--- config.mk ---
export PLATFORM = sky130hd
export DESIGN_NAME = key_chord_remapper
export DESIGN_NICKNAME = d
export VERILOG_FILES = /design/src/rtl/kcr_pkg.sv /design/src/rtl/key_chord_remapper.sv /design/src/rtl/kcr_front.sv /design/src/rtl/kcr_queue.sv /design/src/rtl/kcr_back.sv
export SDC_FILE = /design/constraint.sdc
export NUM_CORES = 1
export LEC_CHECK = 0
export BUFFER_PORTS_ARGS = -buffer_cell sky130_fd_sc_hd__buf_2
export CAP_MARGIN = 30
export CORE_MARGIN = 10
export CORE_UTILIZATION = 35
export CTS_BUF_LIST = sky130_fd_sc_hd__clkbuf_16
export CTS_CLUSTER_SIZE = 25
export DETAILED_ROUTE_END_ITERATION = 6
export GPL_TIMING_DRIVEN = 0
export PLACE_DENSITY = 0.5
export SLEW_MARGIN = 10
export SYNTH_ARGS = -nofsm -noshare
export SYNTH_HDL_FRONTEND = slang
export SYNTH_HIERARCHICAL = 1
export SYNTH_SLANG_ARGS = --single-unit
--- constraint.sdc ---
create_clock -name aclk -period 42 [get_ports aclk]
set_clock_uncertainty 0.2 [all_clocks]
set_input_delay 4.2 -clock aclk [delete_from_list [all_inputs] [get_ports aclk]]
set_output_delay 4.2 -clock aclk [all_outputs]
set_load 0.1 [all_outputs]
--- src/rtl/kcr_pkg.sv ---
// ----------------------------------------------------------------------------
// kcr_pkg: shared types and constants of the key chord remapper
// Holds the beat payload types, the job record between the front and back
// parts, the register map and the key event codes.
// ----------------------------------------------------------------------------
package kcr_pkg;

    // Key event codes and register reset values.
    localparam logic [15:0] EV_KEY        = 16'd1;
    localparam logic [15:0] CODE_SPACE    = 16'd57;
    localparam logic [9:0]  CODE_RALT     = 10'd100;
    localparam logic [9:0]  TARGET_RESET  = 10'd40;

    // Key event values.
    localparam logic [31:0] VAL_RELEASE   = 32'd0;
    localparam logic [31:0] VAL_PRESS     = 32'd1;
    localparam logic [31:0] VAL_HOLD      = 32'd2;

    // Most beats per input item, the queue depth and the sizes that follow.
    localparam int MAX_BEATS   = 4;
    localparam int SLOT_W      = $clog2(MAX_BEATS);
    localparam int CNT_W       = $clog2(MAX_BEATS + 1);
    localparam int QUEUE_DEPTH = 2;
    localparam int QPTR_W      = $clog2(QUEUE_DEPTH);
    localparam int QCNT_W      = $clog2(QUEUE_DEPTH + 1);

    // Register map: register index is the word address.
    localparam int PADDR_W = 3;
    typedef enum logic {
        REG_MODIFIER = 1'b0,
        REG_TARGET   = 1'b1
    } kcr_reg_t;

    // Input beat.
    typedef struct packed {
        logic [15:0]        event_type;
        logic [15:0]        event_code;
        logic signed [31:0] event_value;
        logic signed [63:0] time_seconds;
        logic [19:0]        time_micros;
    } kcr_in_t;

    // Result beat.
    typedef struct packed {
        logic [15:0]        out_type;
        logic [15:0]        out_code;
        logic signed [31:0] out_value;
        logic signed [63:0] out_seconds;
        logic [19:0]        out_micros;
        logic               last;
    } kcr_out_t;

    // One classified item: the shared header and its list of events.
    typedef struct packed {
        logic [15:0]                 ev_type;
        logic [63:0]                 seconds;
        logic [19:0]                 micros;
        logic [CNT_W-1:0]            beats;
        logic [MAX_BEATS-1:0][15:0]  code;
        logic [MAX_BEATS-1:0][31:0]  value;
    } kcr_job_t;

    // Chord tracking flags.
    typedef struct packed {
        logic space_grabbed;
        logic modifier_grabbed;
        logic modifier_with_other;
        logic space_with_other;
        logic chord_active;
    } kcr_flags_t;

endpackage

--- src/rtl/key_chord_remapper.sv ---
// ----------------------------------------------------------------------------
// key_chord_remapper: modifier plus space chord remapper
// Filters key events and turns a held modifier plus space chord into a
// configured target key.
// ----------------------------------------------------------------------------
// Usage:
// Input events arrive on the s_ channel, one event per beat. Each accepted
// beat yields zero to four result beats on the m_ channel, in order, all with
// the input's type and timestamp; the final one carries last.
// The classifier takes one beat per cycle while the two-entry job queue has
// room. The sequencer sends one result beat per cycle while m_ready is high,
// one beat per event of the item; an item that yields no event is accepted
// and gives nothing at the output. Sustained rate is thus set by the
// sequencer, which sends each emitted event as its own beat.
// The first result beat is offered once its job has passed through the queue
// and been loaded into the sequencer's entry register.
// When the receiver holds m_ready low, the current beat stays on the port;
// the queue fills and then s_ready drops.
// Reset clears the chord state, the queue and the sequencer, and sets
// modifier_key to 100 and target_key to 40. Both registers sit on the APB
// port at byte addresses 0 and 4 and should be written while idle.
// ----------------------------------------------------------------------------
module key_chord_remapper (
    input  logic                        aclk,
    input  logic                        aresetn,
    input  logic                        s_valid,
    output logic                        s_ready,
    input  kcr_pkg::kcr_in_t            s_data,
    output logic                        m_valid,
    input  logic                        m_ready,
    output kcr_pkg::kcr_out_t           m_data,
    input  logic                        psel,
    input  logic                        penable,
    input  logic                        pwrite,
    input  logic [kcr_pkg::PADDR_W-1:0] paddr,
    input  logic [31:0]                 pwdata,
    output logic [31:0]                 prdata,
    output logic                        pready
);
    import kcr_pkg::*;

    logic [9:0] modifier_key_reg;
    logic [9:0] target_key_reg;
    kcr_reg_t   reg_sel;
    logic       cfg_write;

    logic     fq_valid, fq_ready, qb_valid, qb_ready;
    kcr_job_t fq_job, qb_job;

    // Register decode.
    assign pready    = 1'b1;
    assign reg_sel   = kcr_reg_t'(paddr[2]);
    assign cfg_write = psel && penable && pwrite && pready;

    always_comb begin
        unique case (reg_sel)
            REG_MODIFIER: prdata = {22'b0, modifier_key_reg};
            REG_TARGET:   prdata = {22'b0, target_key_reg};
            default:      prdata = '0;
        endcase
    end

    // Configuration registers.
    always_ff @(posedge aclk) begin
        if (!aresetn) begin
            modifier_key_reg <= CODE_RALT;
            target_key_reg   <= TARGET_RESET;
        end else if (cfg_write) begin
            if (reg_sel == REG_MODIFIER) begin
                modifier_key_reg <= pwdata[9:0];
            end else begin
                target_key_reg <= pwdata[9:0];
            end
        end
    end

    // Classifier.
    kcr_front u_front (
        .aclk         (aclk),
        .aresetn      (aresetn),
        .s_valid      (s_valid),
        .s_ready      (s_ready),
        .s_data       (s_data),
        .modifier_key (modifier_key_reg),
        .target_key   (target_key_reg),
        .job_valid    (fq_valid),
        .job_ready    (fq_ready),
        .job          (fq_job)
    );

    // Job queue.
    kcr_queue u_queue (
        .aclk      (aclk),
        .aresetn   (aresetn),
        .in_valid  (fq_valid),
        .in_ready  (fq_ready),
        .in_job    (fq_job),
        .out_valid (qb_valid),
        .out_ready (qb_ready),
        .out_job   (qb_job)
    );

    // Event sequencer.
    kcr_back u_back (
        .aclk      (aclk),
        .aresetn   (aresetn),
        .job_valid (qb_valid),
        .job_ready (qb_ready),
        .job       (qb_job),
        .m_valid   (m_valid),
        .m_ready   (m_ready),
        .m_data    (m_data)
    );

endmodule

--- src/rtl/kcr_front.sv ---
// ----------------------------------------------------------------------------
// kcr_front: event classifier
// Accepts input beats, tracks the chord state and turns each item into a job
// of zero to four events for the back part.
// ----------------------------------------------------------------------------
module kcr_front (
    input  logic              aclk,
    input  logic              aresetn,
    input  logic              s_valid,
    output logic              s_ready,
    input  kcr_pkg::kcr_in_t  s_data,
    input  logic [9:0]        modifier_key,
    input  logic [9:0]        target_key,
    output logic              job_valid,
    input  logic              job_ready,
    output kcr_pkg::kcr_job_t job
);
    import kcr_pkg::*;

    kcr_flags_t  flags_reg, flags_next;
    logic [15:0] pending_reg, pending_next;

    logic [CNT_W-1:0]           n;
    logic [MAX_BEATS-1:0][15:0] codes;
    logic [MAX_BEATS-1:0][31:0] vals;
    logic [15:0] code, mod16, tgt16;
    logic [31:0] val;
    logic        is_key, is_sp, is_mod;
    logic        accept;

    assign code   = s_data.event_code;
    assign val    = s_data.event_value;
    assign mod16  = {6'b0, modifier_key};
    assign tgt16  = {6'b0, target_key};
    assign is_key = (s_data.event_type == EV_KEY);
    assign is_sp  = (code == CODE_SPACE);
    assign is_mod = (code == mod16);

    // Classify the item and build its event list.
    always_comb begin
        flags_next   = flags_reg;
        pending_next = pending_reg;
        n            = '0;
        codes        = '0;
        vals         = '0;
        if (is_key && (is_sp || is_mod)) begin
            if (!flags_reg.space_grabbed && is_sp && val == VAL_PRESS) begin
                // First space press is held back; it may complete the chord.
                flags_next.space_grabbed = 1'b1;
                if (flags_reg.modifier_grabbed) begin
                    flags_next.chord_active = 1'b1;
                    if (flags_reg.modifier_with_other) begin
                        codes[n[SLOT_W-1:0]] = mod16; vals[n[SLOT_W-1:0]] = VAL_RELEASE;
                        n = n + 1'b1;
                    end
                    codes[n[SLOT_W-1:0]] = tgt16; vals[n[SLOT_W-1:0]] = VAL_PRESS;
                    n = n + 1'b1;
                    codes[n[SLOT_W-1:0]] = tgt16; vals[n[SLOT_W-1:0]] = VAL_HOLD;
                    n = n + 1'b1;
                    if (flags_reg.modifier_with_other) begin
                        codes[n[SLOT_W-1:0]] = pending_reg;
                        vals[n[SLOT_W-1:0]]  = VAL_PRESS;
                        n = n + 1'b1;
                    end
                end
            end else if (!flags_reg.modifier_grabbed && is_mod && val == VAL_PRESS) begin
                // First modifier press is held back.
                flags_next.modifier_grabbed = 1'b1;
                if (flags_reg.space_grabbed) begin
                    flags_next.chord_active = 1'b1;
                    codes[0] = tgt16; vals[0] = VAL_PRESS;
                    codes[1] = tgt16; vals[1] = VAL_HOLD;
                    n = CNT_W'(2);
                end
            end else if (flags_reg.space_grabbed && flags_reg.modifier_grabbed
                         && val == VAL_HOLD) begin
                // Autorepeat while both are held.
                codes[0] = flags_reg.modifier_with_other ? pending_reg : tgt16;
                vals[0]  = VAL_HOLD;
                n = CNT_W'(1);
            end else if (val == VAL_HOLD) begin
                codes[0] = code; vals[0] = VAL_PRESS;
                codes[1] = code; vals[1] = VAL_HOLD;
                n = CNT_W'(2);
            end else if (val == VAL_RELEASE) begin
                if (flags_reg.chord_active) begin
                    // Releasing either half of the chord releases the target.
                    codes[n[SLOT_W-1:0]] = tgt16; vals[n[SLOT_W-1:0]] = VAL_RELEASE;
                    n = n + 1'b1;
                    if (is_sp) begin
                        flags_next.space_grabbed = 1'b0;
                        if (flags_reg.space_with_other) begin
                            codes[n[SLOT_W-1:0]] = code; vals[n[SLOT_W-1:0]] = VAL_RELEASE;
                            n = n + 1'b1;
                            flags_next.space_with_other = 1'b0;
                        end
                    end else begin
                        if (flags_reg.modifier_with_other) begin
                            codes[n[SLOT_W-1:0]] = code; vals[n[SLOT_W-1:0]] = VAL_RELEASE;
                            n = n + 1'b1;
                            flags_next.modifier_with_other = 1'b0;
                        end
                        flags_next.modifier_grabbed = 1'b0;
                    end
                    if (!flags_next.space_grabbed && !flags_next.modifier_grabbed) begin
                        flags_next.chord_active = 1'b0;
                    end
                end else if (flags_reg.space_grabbed && is_sp) begin
                    // Lone space tap is replayed as press and release.
                    if (flags_reg.space_with_other) begin
                        codes[0] = code; vals[0] = VAL_RELEASE;
                        n = CNT_W'(1);
                        flags_next.space_with_other = 1'b0;
                    end else begin
                        codes[0] = code; vals[0] = VAL_PRESS;
                        codes[1] = code; vals[1] = VAL_RELEASE;
                        n = CNT_W'(2);
                    end
                    flags_next.space_grabbed = 1'b0;
                end else if (flags_reg.modifier_grabbed) begin
                    if (flags_reg.modifier_with_other) begin
                        codes[0] = code; vals[0] = VAL_RELEASE;
                        n = CNT_W'(1);
                        flags_next.modifier_with_other = 1'b0;
                    end else begin
                        codes[0] = code; vals[0] = VAL_PRESS;
                        codes[1] = code; vals[1] = VAL_RELEASE;
                        n = CNT_W'(2);
                    end
                    flags_next.modifier_grabbed = 1'b0;
                end
            end
        end else if (flags_reg.modifier_grabbed && !flags_reg.space_grabbed && is_key
                     && val == VAL_PRESS) begin
            // Another key under a lone modifier replays the modifier.
            pending_next = code;
            codes[0] = mod16; vals[0] = VAL_PRESS;
            codes[1] = mod16; vals[1] = VAL_HOLD;
            codes[2] = code;  vals[2] = VAL_PRESS;
            n = CNT_W'(3);
            flags_next.modifier_with_other = 1'b1;
        end else if (!flags_reg.modifier_grabbed && flags_reg.space_grabbed && is_key
                     && val == VAL_PRESS) begin
            // Another key under a lone space replays the space press.
            codes[0] = CODE_SPACE; vals[0] = VAL_PRESS;
            codes[1] = code;       vals[1] = VAL_PRESS;
            n = CNT_W'(2);
            flags_next.space_with_other = 1'b1;
        end else if (!flags_reg.modifier_grabbed && flags_reg.space_grabbed && is_key
                     && val == VAL_RELEASE && !flags_reg.space_with_other) begin
            codes[0] = CODE_SPACE; vals[0] = VAL_PRESS;
            codes[1] = code;       vals[1] = VAL_RELEASE;
            n = CNT_W'(2);
        end else begin
            // Everything else passes through unchanged.
            codes[0] = code; vals[0] = val;
            n = CNT_W'(1);
        end
    end

    // Job record and handshakes; items without events are dropped here.
    always_comb begin
        job.ev_type = s_data.event_type;
        job.seconds = s_data.time_seconds;
        job.micros  = s_data.time_micros;
        job.beats   = n;
        job.code    = codes;
        job.value   = vals;
    end
    assign s_ready   = job_ready;
    assign job_valid = s_valid && (n != '0);
    assign accept    = s_valid && s_ready;

    // Chord state updates on each accepted beat.
    always_ff @(posedge aclk) begin
        if (!aresetn) begin
            flags_reg   <= '0;
            pending_reg <= '0;
        end else if (accept) begin
            flags_reg   <= flags_next;
            pending_reg <= pending_next;
        end
    end

endmodule

--- src/rtl/kcr_queue.sv ---
// ----------------------------------------------------------------------------
// kcr_queue: job queue
// A short first-in first-out buffer that decouples the classifier from the
// event sequencer.
// ----------------------------------------------------------------------------
module kcr_queue (
    input  logic              aclk,
    input  logic              aresetn,
    input  logic              in_valid,
    output logic              in_ready,
    input  kcr_pkg::kcr_job_t in_job,
    output logic              out_valid,
    input  logic              out_ready,
    output kcr_pkg::kcr_job_t out_job
);
    import kcr_pkg::*;

    kcr_job_t          slot_reg [QUEUE_DEPTH];
    logic [QPTR_W-1:0] wr_ptr_reg, rd_ptr_reg;
    logic [QCNT_W-1:0] count_reg;
    logic              push, pop;

    assign in_ready  = (count_reg != QCNT_W'(QUEUE_DEPTH));
    assign out_valid = (count_reg != '0);
    assign out_job   = slot_reg[rd_ptr_reg];
    assign push      = in_valid && in_ready;
    assign pop       = out_valid && out_ready;

    // Storage.
    always_ff @(posedge aclk) begin
        if (push) begin
            slot_reg[wr_ptr_reg] <= in_job;
        end
    end

    // Pointers and fill count.
    always_ff @(posedge aclk) begin
        if (!aresetn) begin
            wr_ptr_reg <= '0;
            rd_ptr_reg <= '0;
            count_reg  <= '0;
        end else begin
            if (push) begin
                wr_ptr_reg <= (wr_ptr_reg == QPTR_W'(QUEUE_DEPTH - 1)) ? '0
                              : wr_ptr_reg + 1'b1;
            end
            if (pop) begin
                rd_ptr_reg <= (rd_ptr_reg == QPTR_W'(QUEUE_DEPTH - 1)) ? '0
                              : rd_ptr_reg + 1'b1;
            end
            if (push && !pop) begin
                count_reg <= count_reg + 1'b1;
            end else if (pop && !push) begin
                count_reg <= count_reg - 1'b1;
            end
        end
    end

endmodule

--- src/rtl/kcr_back.sv ---
// ----------------------------------------------------------------------------
// kcr_back: event sequencer
// Takes one job at a time from the queue and sends its events as result
// beats, one per cycle while m_ready is high, marking the final one.
// ----------------------------------------------------------------------------
module kcr_back (
    input  logic              aclk,
    input  logic              aresetn,
    input  logic              job_valid,
    output logic              job_ready,
    input  kcr_pkg::kcr_job_t job,
    output logic              m_valid,
    input  logic              m_ready,
    output kcr_pkg::kcr_out_t m_data
);
    import kcr_pkg::*;

    kcr_job_t          entry_reg;
    logic              busy_reg;
    logic [SLOT_W-1:0] idx_reg;
    logic              last_beat, beat_done, load;

    assign last_beat = ((CNT_W'(idx_reg) + 1'b1) == entry_reg.beats);
    assign beat_done = busy_reg && m_ready && last_beat;
    assign job_ready = !busy_reg || beat_done;
    assign load      = job_valid && job_ready;

    // Result beat from the held job.
    assign m_valid = busy_reg;
    always_comb begin
        m_data.out_type    = entry_reg.ev_type;
        m_data.out_code    = entry_reg.code[idx_reg];
        m_data.out_value   = entry_reg.value[idx_reg];
        m_data.out_seconds = entry_reg.seconds;
        m_data.out_micros  = entry_reg.micros;
        m_data.last        = last_beat;
    end

    // Job payload.
    always_ff @(posedge aclk) begin
        if (load) begin
            entry_reg <= job;
        end
    end

    // Sequencer control.
    always_ff @(posedge aclk) begin
        if (!aresetn) begin
            busy_reg <= 1'b0;
            idx_reg  <= '0;
        end else if (load) begin
            busy_reg <= 1'b1;
            idx_reg  <= '0;
        end else if (beat_done) begin
            busy_reg <= 1'b0;
        end else if (busy_reg && m_ready) begin
            idx_reg <= idx_reg + 1'b1;
        end
    end

endmodule

Yosys cells after proc, flatten, opt, wreduce, memory -nomap -nowiden
Memory sizes are Yosys's and may differ from the RTL's. A register that Yosys moved wholly into a read port is not among the register bits. Index checks and enable logic that the tools add are counted.

Add/sub/neg operators: 9. Multipliers: 0. Divide/modulo/power cells: 0. Order comparisons: 7. Equality and inequality tests: 28. Shifts and indexed selects: 0. Muxes and demuxes: 145. Bitwise logic cells: 14. Reductions and logical operators: 61.

Operators with widths (count): $mux W32 (21); $mux W64 (10); $not A124 Y124 (3); $mux W16 (19); $mux W128 (2); $and A124 B124 Y124 (2); $bwmux W64 (3); $demux W32 S2 (3); $and A31 B124 Y124 (1); $demux W16 S2 (3); $mux W96 (1); $bmux W32 S2 (1); $pmux W32 S2 (1); $mux W3 (16); $mux W48 (1); $mux W2 (21); $mux W1 (34); $mux W34 (1); $mux W33 (1); $bmux W16 S2 (1); $eq A32 B1 Y1 const B (1); $eq A32 B2 Y1 const B (1); $logic_not A32 Y1 (1); $logic_and A1 B1 Y1 (30); 32 further kinds (86).

Bits in registers: 48. Latch bits: 0. RAM bits: 590. ROM bits: 0. Input port bits: 190. Output and inout bits: 184. Word-level logic and storage cells: 278. Memories kept: 1.

Memories: u_queue.slot_reg (words 2, bits a word 295, read ports 1, clocked after memory_dff 1, wr ports 1, RTL line kcr_queue.sv:18) `kcr_job_t slot_reg [QUEUE_DEPTH];`.

Logic depth before layout (Yosys ltp)
Gate-level depths: netlist (run 1).

Word-level depth: 19. Depth in mapped cells: 14. Gate-level depth less buffers: 12.

Cells and area by module
Netlist (run 1), hierarchy kept.

Modules (own cells, without submodules): kcr_queue (instances 1, cells an instance 942, area each 22566.6 µm², sequential area each 17817.1 µm²); kcr_back (instances 1, cells an instance 476, area each 10970.5 µm², sequential area each 8918.6 µm²); kcr_front (instances 1, cells an instance 633, area each 4515.6 µm², sequential area each 420.4 µm²); key_chord_remapper (instances 1, cells an instance 118, area each 1112.3 µm², sequential area each 400.4 µm²).

Worst setup path before layout (run 1)
OpenSTA, ideal clock, no wires.

Path kind: input -> register. Start point: input port m_ready. End point: register u_back/entry_reg[0] (netlist name). Library setup time: 0.959 ns. Arrival time: 16.614 ns. Required time: 40.841 ns. Slack: 24.227 ns. Stages: 2. Cell sequence: a41oi_1 > nor2_1.

Cells in the longest elaborated chain, start to end: 4.

Ends and longest elaborated chain: from (decl) (RTL line key_chord_remapper.sv:30) `input logic m_ready,`; $logic_and A1 B1 Y1 (2 in series) (RTL line kcr_back.sv:24) `assign beat_done = busy_reg && m_ready && last_beat;`; $logic_or A1 B1 Y1 (RTL line kcr_back.sv:25) `assign job_ready = !busy_reg || beat_done;`; $logic_and A1 B1 Y1 (RTL line kcr_back.sv:26) `assign load = job_valid && job_ready;`; named net u_back.load (RTL line kcr_back.sv:21) `logic last_beat, beat_done, load;`.

The timed path passes the listed nets, and every way through them passes these cells. A chain may end at the register's enable or synchronous reset.

Worst setup path after layout (run 1)
Start point: input port paddr[2] (netlist bit). End point: output port prdata[4].

Cells in the longest elaborated chain, start to end: 2.

Ends and longest elaborated chain: from (decl) (RTL line key_chord_remapper.sv:35) `input logic [kcr_pkg::PADDR_W-1:0] paddr,`; $not A1 Y1 (no source line); $pmux W32 S2 (*) (RTL line key_chord_remapper.sv:56) `unique case (reg_sel)`; to (decl) (RTL line key_chord_remapper.sv:37) `output logic [31:0] prdata,`.

Mark *: on every way between the ends. The rest lies on a longest branch, timed or not. The select of a mux whose other input is x is not followed.

==> results of run 1 <==
-- cell usage in the layout, fill, tap and decap left out, types with 15 or more instances in the layout --
master / count
buf_2: 257
clkbuf_16: 107
clkinv_2: 17
a22oi_1: 19
a21boi_0: 20
conb_1: 114
mux2i_1: 24
mux2_2: 60
o21ai_0: 21
xnor2_1: 15
clkbuf_1: 21
nand2_1: 95
buf_6: 33
clkinv_1: 23
inv_1: 39
buf_4: 323
mux4_2: 48
nor2b_1: 17
edfxtp_1: 885
and2_1: 57
dfxtp_1: 49
mux2_4: 250
-- synthesized netlist by cell type (12+ instances only) --
cell,instances
edfxtp_1,885
buf_4,323
inv_1,19
mux2_4,250
mux4_2,48
and2_1,57
dfxtp_1,49
o21ai_1,13
a21oi_1,12
a22oi_1,19
xnor2_1,15
a21boi_0,20
mux2_2,60
nor2_1,15
buf_2,18
mux2i_1,24
clkbuf_1,21
o21ai_0,21
nand2_1,95
nor2b_1,17
buf_6,32
-- per-layer routing --
metal  global-route usage  vias up  routed length (µm)
met5                    0        -                  30
met1                0.174     9579               37900
met3               0.0308      129                5410
li1                     -     8842                   -
met2                0.231      595               43200
met4               0.0419        4                1950
-- cell families after synthesis --
kind of cell / Yosys count
other: 3
flip-flops: 934
multiplexers: 382
XOR/XNOR: 17
AO/OA/AOI/OAI: 153
buffers and inverters: 417
AND/OR/NAND/NOR: 261
adder cells (fa/ha/maj): 2
-- per-stage QoR --
| stage | hold WS [ns] | util | setup slack (ns) | power, µW |
|---|---|---|---|---|
| floorplan | 0.248 | - | 24.23 | 2360 |
| global placement | 0.266 | 0.385 | 16.06 | 2650 |
| detailed placement | 0.274 | 0.390 | 32.28 | 2540 |
| CTS | 0.282 | 0.419 | 32.32 | 3420 |
| global route | 0.314 | 0.419 | 32.27 | 3500 |
| finish | 0.279 | 0.420 | 32.32 | 3350 |
-- tightest hold or removal path, cell delays in order (launching register included) --
cell	delay, ns
dfxtp_1	0.32
nand2_1	0.05
a21boi_0	0.06
-- path summary, 6_finish.rpt --
path	end	depth (start not counted)	start	slack (ns)
worst max-delay path	prdata[4]	4	paddr[2]	32.32
worst min register to register	u_front/pending_reg[15]	2	u_front/pending_reg[15]	0.28
worst max register to register	u_queue/slot_reg[0][213]	11	modifier_key_reg[9]	37.20
worst min-delay path	u_front/pending_reg[15]	2	u_front/pending_reg[15]	0.28
-- power by group --
group	leakage (µW)	total [µW]	switching [µW]	internal [µW]
sequential	0.00872	1340	49.3	1290
clock	0.00167	861	364	497
combinational	0.00682	1150	815	335
-- layout make-up --
type	instances	area, µm²	area share
plain buffers	398	3000	0.0645
flip-flops and latches	934	27600	0.593
clock inverters	81	591	0.0127
diodes	7	17.5	0.000377
inverters	19	78.8	0.00170
clock buffers	107	2680	0.0576
repair buffers	263	1750	0.0376
well taps	1488	1860	0.0400
multi-input cells	929	8970	0.193
==> summary.txt, run 1 <==
Layout
  – Fraction of layout instances using a drive strength above 1: 0.427
  – Layout Nets: between 2000 and 3000
  – Post-route insts no fill: 4226
  – Filler Cell Count: between 9000 and 10000
  – Area grow syn2layout: 18.7%
  – Post-route cell area: between 0.04 and 0.05 mm²
  – Largest register FFs: 590

Global route
  – Initial antenna violation count: 3
  – Gr usage total: 0.137
  – Largest net degree at the start of global routing: 99
  – First-pass GRT wire length: between 100000 and 150000 µm
  – Vias in the first global route: 20014
  – Grt ovf: 0

Logic synthesis
  – Avg Cell Area, Syn: around 18 µm²
  – Top cell type's share of synthesized area: 0.679
  – Yosys reg bits: a little over 900
  – Syn Inst Count: 2169
  – Synth Area in Simple Gates: 0.0378
  – EDFF count, synth: just under 900
  – Area leader, netlist: edfxtp_1
  – Number of library cell types mapped by synthesis: roughly 80
  – Main combinational cell family by area after synthesis: multiplexers
  – Asr flop ratio synth: 0
  – Ys flop type: edfxtp_1
  – Synth Area in Adders: 0.000639
  – Netlist Area Pre-Place: roughly 0.039 mm²
  – YS warnings: 6
  – Synth top area cells: edfxtp_1, mux2_4, buf_4
  – Compound-Gate Fraction of Synth Area: 0.0286
  – Synth Area in XOR/XNOR: 0.00380
  – Mux contribution to synthesized area: 0.147
  – Seq/Total Area, Yosys: 0.704

Placement
  – Area of placed instances: 0.0432 mm²
  – Post-detail-place hpwl: about 60000 µm
  – Dpl cells: around 4000
  – Routability cong.: between 0.8 and 0.9
  – PortBufs: 237

Floorplanning
  – Initial core utilization: 0.353
  – DIE HEIGHT: about 350 µm
  – Io pins: between 300 and 400
  – Standard-cell rows: approximately 120
  – Die area: between 0.1 and 0.15 mm²
  – Core area: roughly 0.11 mm²
  – Die X: 355 µm

Clock network
  – H-Tree Depth: 3
  – Setup bufs post-CTS: 0
  – Clock Tree Root: clkbuf_16
  – Worst-Skew Late Latency: about 0.67 ns
  – Total CTS buffers: ~100
  – Sink Count: between 900 and 1000
  – Cts repair resizes: 0
  – Clock slew at reported path FFs: ~0.06 ns
  – CTS tree: yes
  – Max Root-Sink Buffers: 3
  – # hold bufs at CTS: 0

Critical path
  – Critical path class: input port to primary output
  – Slowest cell delay on critical path: ~0.40 ns
  – Crit path top cell by count: buf_2
  – Crit path cell chain: buf_2 -> buf_2 -> mux2_2 -> buf_2
  – Crit path required time: ~38 ns
  – Critical Path Fanout Max: 10
  – Critical-path cell with the highest stage delay: mux2_2
  – Startpoint Class: input port
  – Worst EP arrival: approximately 5.3 ns
  – Cell family with most CP delay: buffers and inverters
  – Buf+Inv Stages, Crit Path: 3
  – Worst Setup End Kind: primary output

STA
  – Setup TNS Final: 0 ns
  – Tightest Pin Transition: between 0.8 and 0.9 ns
  – F_max: about 100 MHz
  – Final hold violation count: 0
  – Min Tclk post-route: 9.68 ns
  – RSZ-0062 raised after global routing: false
  – Final setup viols: 0
  – Period utilization: 0.231
  – Worst slew margin: 0.402
  – Final slew viol count: 0

Route
  – Per-cell routed wire length: ~21 µm
  – Starting DRT DRC Count: 1257
  – Drt pass-1 iters: 6
  – Via count: ~19000
  – Avg Vias per Cell: about 4.5
  – Drt total wl: around 89000 µm
  – Remaining antenna violation count: 0
  – DRC: 0

Hold path
  – Hold/Removal Path Class: flop to flop

Pwr
  – Power density cells: 72.1 mW/mm²
  – Static Leakage: roughly 0.017 µW
  – Max VDD drop: between 40 and 50 µV

Job
  – Max Cap Viol: 0

Outcome
  – Outcome: finished clean
No activity file was read; power rests on OpenSTA's default activity.
==> inputs of run 2 (changes only) <==
--- a/config.mk
+++ b/config.mk
@@ -5,6 +5,7 @@
 export SDC_FILE = /design/constraint.sdc
 export NUM_CORES = 1
 export LEC_CHECK = 0
+export ABC_AREA = 1
 export BUFFER_PORTS_ARGS = -buffer_cell sky130_fd_sc_hd__buf_2
 export CAP_MARGIN = 30
 export CORE_MARGIN = 10
==> constraint.sdc (replaced) <==
create_clock -name aclk -period 10.16 [get_ports aclk]
set_clock_uncertainty 0.2 [all_clocks]
set_input_delay 1.016 -clock aclk [delete_from_list [all_inputs] [get_ports aclk]]
set_output_delay 1.016 -clock aclk [all_outputs]
set_load 0.1 [all_outputs]
==> run 2 against run 1 <==
Hold slack got worse by 0.0098 ns. Total power increased to 4.3 times the previous value. Core utilization decreased by 0.082 points. Synthesized area increased by 1.9%. Cell count increased by 17%. Global-route usage increased by 1.8 points. Synthesized cell count increased by 32%. Cell area increased by 1.6%. Die area increased by 1.8%. Critical path type is now input port to flop. Highest routed layer unchanged.
==> summary.txt, run 2 <==
STA
  – Worst slew margin: 0.484
  – RSZ-0062 raised after global routing: false
  – Final hold violation count: 0
  – F_max: 207 MHz
  – WHS: between 0.2 and 0.3 ns
  – Period utilization: 0.476
  – Min Tclk post-route: roughly 4.8 ns
  – Final setup margin: roughly 5.3 ns
  – Tightest Pin Transition: 0.775 ns
  – Final setup viols: 0
  – Final slew viol count: 0

Pwr
  – Comb pwr share: 0.359
  – Static Leakage: between 0.015 and 0.02 µW
  – Max VDD drop: 181 µV
  – Power density cells: roughly 300 mW/mm²
  – Flop pwr share: 0.395
  – P_sw: around 5600 µW
  – Sw frac: 0.388
  – Clock Power Share: 0.245
  – Int Pwr: around 9000 µW

Clock network
  – # hold bufs at CTS: 0
  – Setup bufs post-CTS: 0
  – CTS tree: yes
  – Worst-Skew Late Latency: between 0.6 and 0.7 ns
  – Clock slew at reported path FFs: ~0.060 ns
  – Sink Count: a little over 900
  – Max Root-Sink Buffers: 3
  – H-Tree Depth: 3
  – Clock Tree Root: clkbuf_16
  – Total CTS buffers: between 100 and 150
  – Cts repair resizes: 0

Logic synthesis
  – YS warnings: 6
  – Compound-Gate Fraction of Synth Area: 0.0409
  – Asr flop ratio synth: 0
  – Count leader, synth: edfxtp_1
  – Synth Area in XOR/XNOR: 0.000878
  – Yosys reg bits: slightly above 900
  – Seq/Total Area, Yosys: 0.691
  – Top cell type's share of synthesized area: 0.666
  – Main combinational cell family by area after synthesis: buffers and inverters
  – Netlist Area Pre-Place: approximately 0.04 mm²
  – Synth top cells by count: edfxtp_1, buf_4, nand2_1, mux2_2, nor2_1
  – Avg Cell Area, Syn: about 14 µm²
  – EDFF count, synth: between 800 and 900
  – Synth top area cells: edfxtp_1, mux2_2, buf_4
  – Ys flop type: edfxtp_1
  – Area leader, netlist: edfxtp_1
  – Mux contribution to synthesized area: 0.0852
  – Syn Inst Count: 2865
  – Synth Area in Simple Gates: 0.0866
  – Synth Area in Adders: 0.000627
  – Number of library cell types mapped by synthesis: 56

Critical path
  – Worst EP arrival: 5.02 ns
  – Critical Path Fanout Max: 25
  – Startpoint Class: input port
  – Critical path class: input port to flop
  – Worst Setup End Kind: flop
  – Crit path required time: between 10 and 15 ns

Route
  – Drt total wl: 101000 µm
  – Per-cell routed wire length: roughly 20 µm
  – Via count: between 20000 and 25000
  – DRC: 0
  – Starting DRT DRC Count: 1425
  – Avg Vias per Cell: 4.59
  – Drt pass-1 iters: 5
  – Remaining antenna violation count: 0

Floorplanning
  – Standard-cell rows: around 120
  – Core area: 0.113 mm²
  – DIE HEIGHT: approximately 360 µm
  – Die X: 358 µm
  – Io pins: between 300 and 400
  – Initial core utilization: 0.354
  – Die area: between 0.1 and 0.15 mm²

Global route
  – Gr usage total: 0.155
  – Vias in the first global route: about 23000
  – Largest net degree at the start of global routing: 87
  – Grt ovf: 0
  – First-pass GRT wire length: about 150000 µm
  – Initial antenna violation count: 8

Layout
  – Most common cell after layout, fill and taps aside: edfxtp_1
  – Fraction of layout instances using a drive strength above 1: 0.353
  – Area grow syn2layout: 18.4%
  – Largest register FFs: roughly 600
  – Multi-input logic area: about 0.0090 mm²
  – Filler Cell Count: approximately 10000
  – Commonest non-fill, non-tap cells in the layout: edfxtp_1, buf_4, nand2_1
  – Layout Nets: around 3500
  – Seq. cell area: ~0.028 mm²

Outcome
  – Outcome: finished clean

Placement
  – Place WS: 4.68 ns
  – Routability cong.: slightly above 0.9
  – Post-detail-place hpwl: 70000 µm
  – PortBufs: ~240

Job
  – Max Cap Viol: 0

Hold path
  – Hold/Removal Path Class: flop to flop
## run 2: changes by cell type after synthesis, sizes merged, moves of 22 or more
cell,before,now
a21boi,23,1
a21oi,14,38
and2,57,0
buf,377,402
inv,19,154
mux2i,24,0
mux4,48,0
nand2,95,309
nand3,9,109
nor2,16,309
o21ai,35,165
o22ai,1,58
## run 2: cells by family after synthesis
logic type / Yosys count
flip-flops: 934
buffers and inverters: 582
XOR/XNOR: 4
other: 3
AO/OA/AOI/OAI: 282
adder cells (fa/ha/maj): 2
AND/OR/NAND/NOR: 763
multiplexers: 295
## run 2: area by class of cell
type                       count  area share
sequential                   934       0.583
inverter                     156      0.0129
antenna                        1   0.0000530
clock buffer                 105      0.0556
buffer                       426      0.0673
timing repair buffer         266      0.0386
clock inverter                85      0.0124
tap                         1500      0.0397
multi-input combinational   1460       0.190
## run 2: power by group through the flow
stage	Sequential [µW]	Clock, µW	Combinational, µW
4_1_cts	5720	3670	5300
6_report	5710	3550	5190
5_1_grt	5800	3820	5470
2_1_floorplan	5990	0	4080
3_5_place_dp	5790	0	5290
3_3_place_gp	6000	0	4220
## run 2: final timing paths
path / cells after the start / slack [ns] / from / endpoint
worst min register to register: 2 / 0.27 / u_front/pending_reg[12] / u_front/pending_reg[12]
worst min-delay path: 2 / 0.27 / u_front/pending_reg[12] / u_front/pending_reg[12]
worst max register to register: 20 / 5.77 / modifier_key_reg[9] / u_queue/slot_reg[1][145]
worst max-delay path: 20 / 5.32 / s_data[100] / u_queue/slot_reg[1][145]
## run 2: per-stage QoR
stage | instances | utilization | TNS, ns | cell area [µm²] | total power (µW)
detailed placement | 4742 | 0.390 | 0 | 44000 | 11100
finish | 4933 | 0.419 | 0 | 47200 | 14500
global placement | 4712 | 0.384 | -5113.00 | 43400 | 10200
global route | 4932 | 0.419 | 0 | 47200 | 15100
floorplan | 2976 | - | -376.89 | 40300 | 10100
CTS | 4932 | 0.419 | 0 | 47200 | 14700
## run 2: critical path: stages
cell and delay (ns):
buf_2 0.10, nor2_1 0.27, nand2_1 0.11, nor2_2 0.26, nand2_2 0.19, nor2_1 0.15
nand3_2 0.22, nor2_2 0.42, inv_2 0.12, nor2_1 0.12, a21oi_1 0.10, nand2_2 0.16
nor2_2 0.06, nor2_2 0.07, nand2_1 0.16, nor2_4 0.53, buf_16 0.24, buf_12 0.21
buf_12 0.22, buf_12 0.21
## run 2: metal layers
layer / track usage / wire length (µm) / part of all wire / up-vias
met5: 0 / 35 / 0.00035 / -
met1: 0.197 / 43400 / 0.43 / 11133
met2: 0.261 / 48800 / 0.48 / 612
met4: 0.0457 / 2410 / 0.024 / 6
met3: 0.0353 / 6300 / 0.062 / 150
li1: - / - / - / 10766
==> inputs of run 3 (changes only) <==
--- a/config.mk
+++ b/config.mk
@@ -5,7 +5,7 @@
 export SDC_FILE = /design/constraint.sdc
 export NUM_CORES = 1
 export LEC_CHECK = 0
-export ABC_AREA = 1
+export ABC_AREA = 0
 export BUFFER_PORTS_ARGS = -buffer_cell sky130_fd_sc_hd__buf_2
 export CAP_MARGIN = 30
 export CORE_MARGIN = 10
==> constraint.sdc (replaced) <==
create_clock -name aclk -period 4.7 [get_ports aclk]
set_clock_uncertainty 0.2 [all_clocks]
set_input_delay 0.47 -clock aclk [delete_from_list [all_inputs] [get_ports aclk]]
set_output_delay 0.47 -clock aclk [all_outputs]
set_load 0.1 [all_outputs]
==> run 3 against run 2 <==
Core utilization rose by 1.6 points. Register-to-register slack got worse by 5.4 ns. Largest power group unchanged. Cell area is 2.1% higher. Combinational power up 100%. Clock power increased by 110%.
==> summary.txt, run 3 (synthesis gave the netlist of run 1 again) <==
Outcome
  – Outcome: finished clean

Global route
  – Gr usage total: 0.140
  – Largest net degree at the start of global routing: 52
  – Vias in the first global route: approximately 21000
  – First-pass GRT wire length: roughly 130000 µm
  – Grt ovf: 0
  – Initial antenna violation count: 9

Pwr
  – Power density cells: about 620 mW/mm²
  – Static Leakage: roughly 0.018 µW
  – Flop pwr share: 0.401
  – Max VDD drop: 466 µV
  – P_sw: 11100 µW
  – Comb pwr share: 0.351
  – Clock Power Share: 0.248
  – Sw frac: 0.370
  – Int Pwr: around 19000 µW

Route
  – Remaining antenna violation count: 0
  – Starting DRT DRC Count: ~1100
  – Avg Vias per Cell: between 4 and 5
  – Drt pass-1 iters: 5
  – Via count: 19869
  – Drt total wl: around 90000 µm
  – DRC: 0
  – Per-cell routed wire length: about 20 µm

Placement
  – Routability cong.: slightly below 0.9
  – Post-detail-place hpwl: 61400 µm
  – Dpl cells: 4039
  – Area of placed instances: approximately 0.043 mm²
  – PortBufs: between 200 and 250

Layout
  – Post-route insts no fill: between 4000 and 5000
  – Area grow syn2layout: 23.1%
  – Layout Nets: about 3000
  – Post-route cell area: 0.0482 mm²
  – Fraction of layout instances using a drive strength above 1: 0.410
  – Most common cell after layout, fill and taps aside: edfxtp_1
  – Commonest non-fill, non-tap cells in the layout: edfxtp_1, buf_4, buf_2
  – Largest register FFs: about 600

Critical path
  – Critical Path Fanout Max: 29
  – Critical path class: input port to flop
  – Worst Setup End Kind: flop
  – Crit path required time: ~5 ns
  – Startpoint Class: input port
  – Worst EP arrival: 4.55 ns

Clock network
  – CTS tree: yes
  – Max Root-Sink Buffers: 3
  – Total CTS buffers: around 100
  – Clock slew at reported path FFs: ~0.060 ns
  – H-Tree Depth: 3
  – Sink Count: between 900 and 1000
  – Clock Tree Root: clkbuf_16
  – Worst-Skew Late Latency: 0.69 ns

STA
  – F_max: approximately 230 MHz
  – Final slew viol count: 0
  – Final hold violation count: 0
  – Final setup viols: 0
  – Worst slew margin: 0.351
  – RSZ-0062 raised after global routing: false
  – Period utilization: 0.928
  – Tightest Pin Transition: 0.973 ns
  – WHS: 0.0636 ns
  – Min Tclk post-route: 4.36 ns

Floorplanning
  – Io pins: roughly 370
  – Core area: approximately 0.11 mm²
  – Standard-cell rows: ~120
  – Initial core utilization: 0.353
  – Die area: roughly 0.13 mm²
  – Die X: approximately 350 µm
  – DIE HEIGHT: 355 µm

Hold path
  – Hold/Removal Path Class: input port to flop

Job
  – Max Cap Viol: 0
[run 3: changes by cell type in the layout (fill, tap and decap cells not counted), moves of 24 or more]
cell	delta
inv_2	-26
nand2_1	-193
o22ai_1	-57
o21ai_0	-119
nand3_1	-91
mux2_2	-214
dlygate4sd3_1	+159
and2_1	+57
inv_1	-107
mux4_2	+48
mux2i_1	+24
mux2_4	+230
nor2_1	-258
a21oi_1	-25
[run 3: stage by stage]
| stage | util | total power (µW) | setup slack, ns | setup TNS (ns) |
|---|---|---|---|---|
| floorplan | - | 20500 | -2.93 | -1823.65 |
| global placement | 0.385 | 20900 | -7.59 | -5075.52 |
| detailed placement | 0.392 | 22800 | -1.19 | -377.28 |
| CTS | 0.435 | 30500 | 0.00153 | 0 |
| global route | 0.435 | 31200 | 0.166 | 0 |
| finish | 0.435 | 29900 | 0.337 | 0 |
[run 3: path summary, 6_finish.rpt]
path	from	depth (start not counted)	slack (ns)	endpoint
max	s_data[122]	15	0.34	u_queue/slot_reg[0][292]
min	s_data[131]	2	0.06	u_queue/slot_reg[0][159]
max reg2reg	modifier_key_reg[9]	10	0.42	u_queue/slot_reg[1][294]
min reg2reg	u_front/pending_reg[11]	2	0.28	u_front/pending_reg[11]
[run 3: final cells by class]
| class | count | area [µm²] |
|---|---|---|
| Antenna cell | 4 | 10.0 |
| Multi-Input combinational cell | 929 | 9040 |
| Tap cell | 1488 | 1860 |
| Clock buffer | 102 | 2550 |
| Clock inverter | 89 | 604 |
| Inverter | 19 | 75.1 |
| Sequential cell | 934 | 27600 |
| Timing Repair Buffer | 433 | 3510 |
| Timing Repair inverter | 1 | 5.00 |
| Fill cell | 9862 | 62600 |
| Buffer | 398 | 3010 |
[run 3: critical path: stages]
cell and delay, ns:
dlygate4sd3_1 0.56, buf_2 0.18, nor4bb_2 0.47, and4_1 0.26
buf_2 0.23, and4_1 0.32, nand3b_1 0.22, buf_6 0.20
o32ai_2 0.13, o41a_1 0.40, nand3b_1 0.24, clkinvlp_4 0.22
buf_12 0.21, buf_12 0.19, buf_12 0.18
[run 3: power by group through the flow]
stage | clock (µW) | sequential [µW] | combinational (µW)
6_report | 7420 | 12000 | 10500
5_1_grt | 8040 | 12200 | 11000
4_1_cts | 7700 | 12000 | 10700
3_5_place_dp | 0 | 12200 | 10600
3_3_place_gp | 0 | 12300 | 8660
2_1_floorplan | 0 | 12400 | 8110
[run 3: per-layer routing]
layer	routed length [µm]	vias to the layer above	GRT usage
met1	38100	9958	0.176
met4	1950	8	0.0421
met2	43600	613	0.236
li1	-	9156	-
met3	6010	134	0.0382
met5	54	-	0
[run 3: repair_timing]
action | CTS | global route
setup buffers | 1 | 1
resized for setup | 1 | 0
setup endpoints to repair | 253 | 73
endpoints found under the hold margin | 337 | 0
cloned | 1 | 0
pin swaps | 1 | 0
hold buffers | 159 | 0
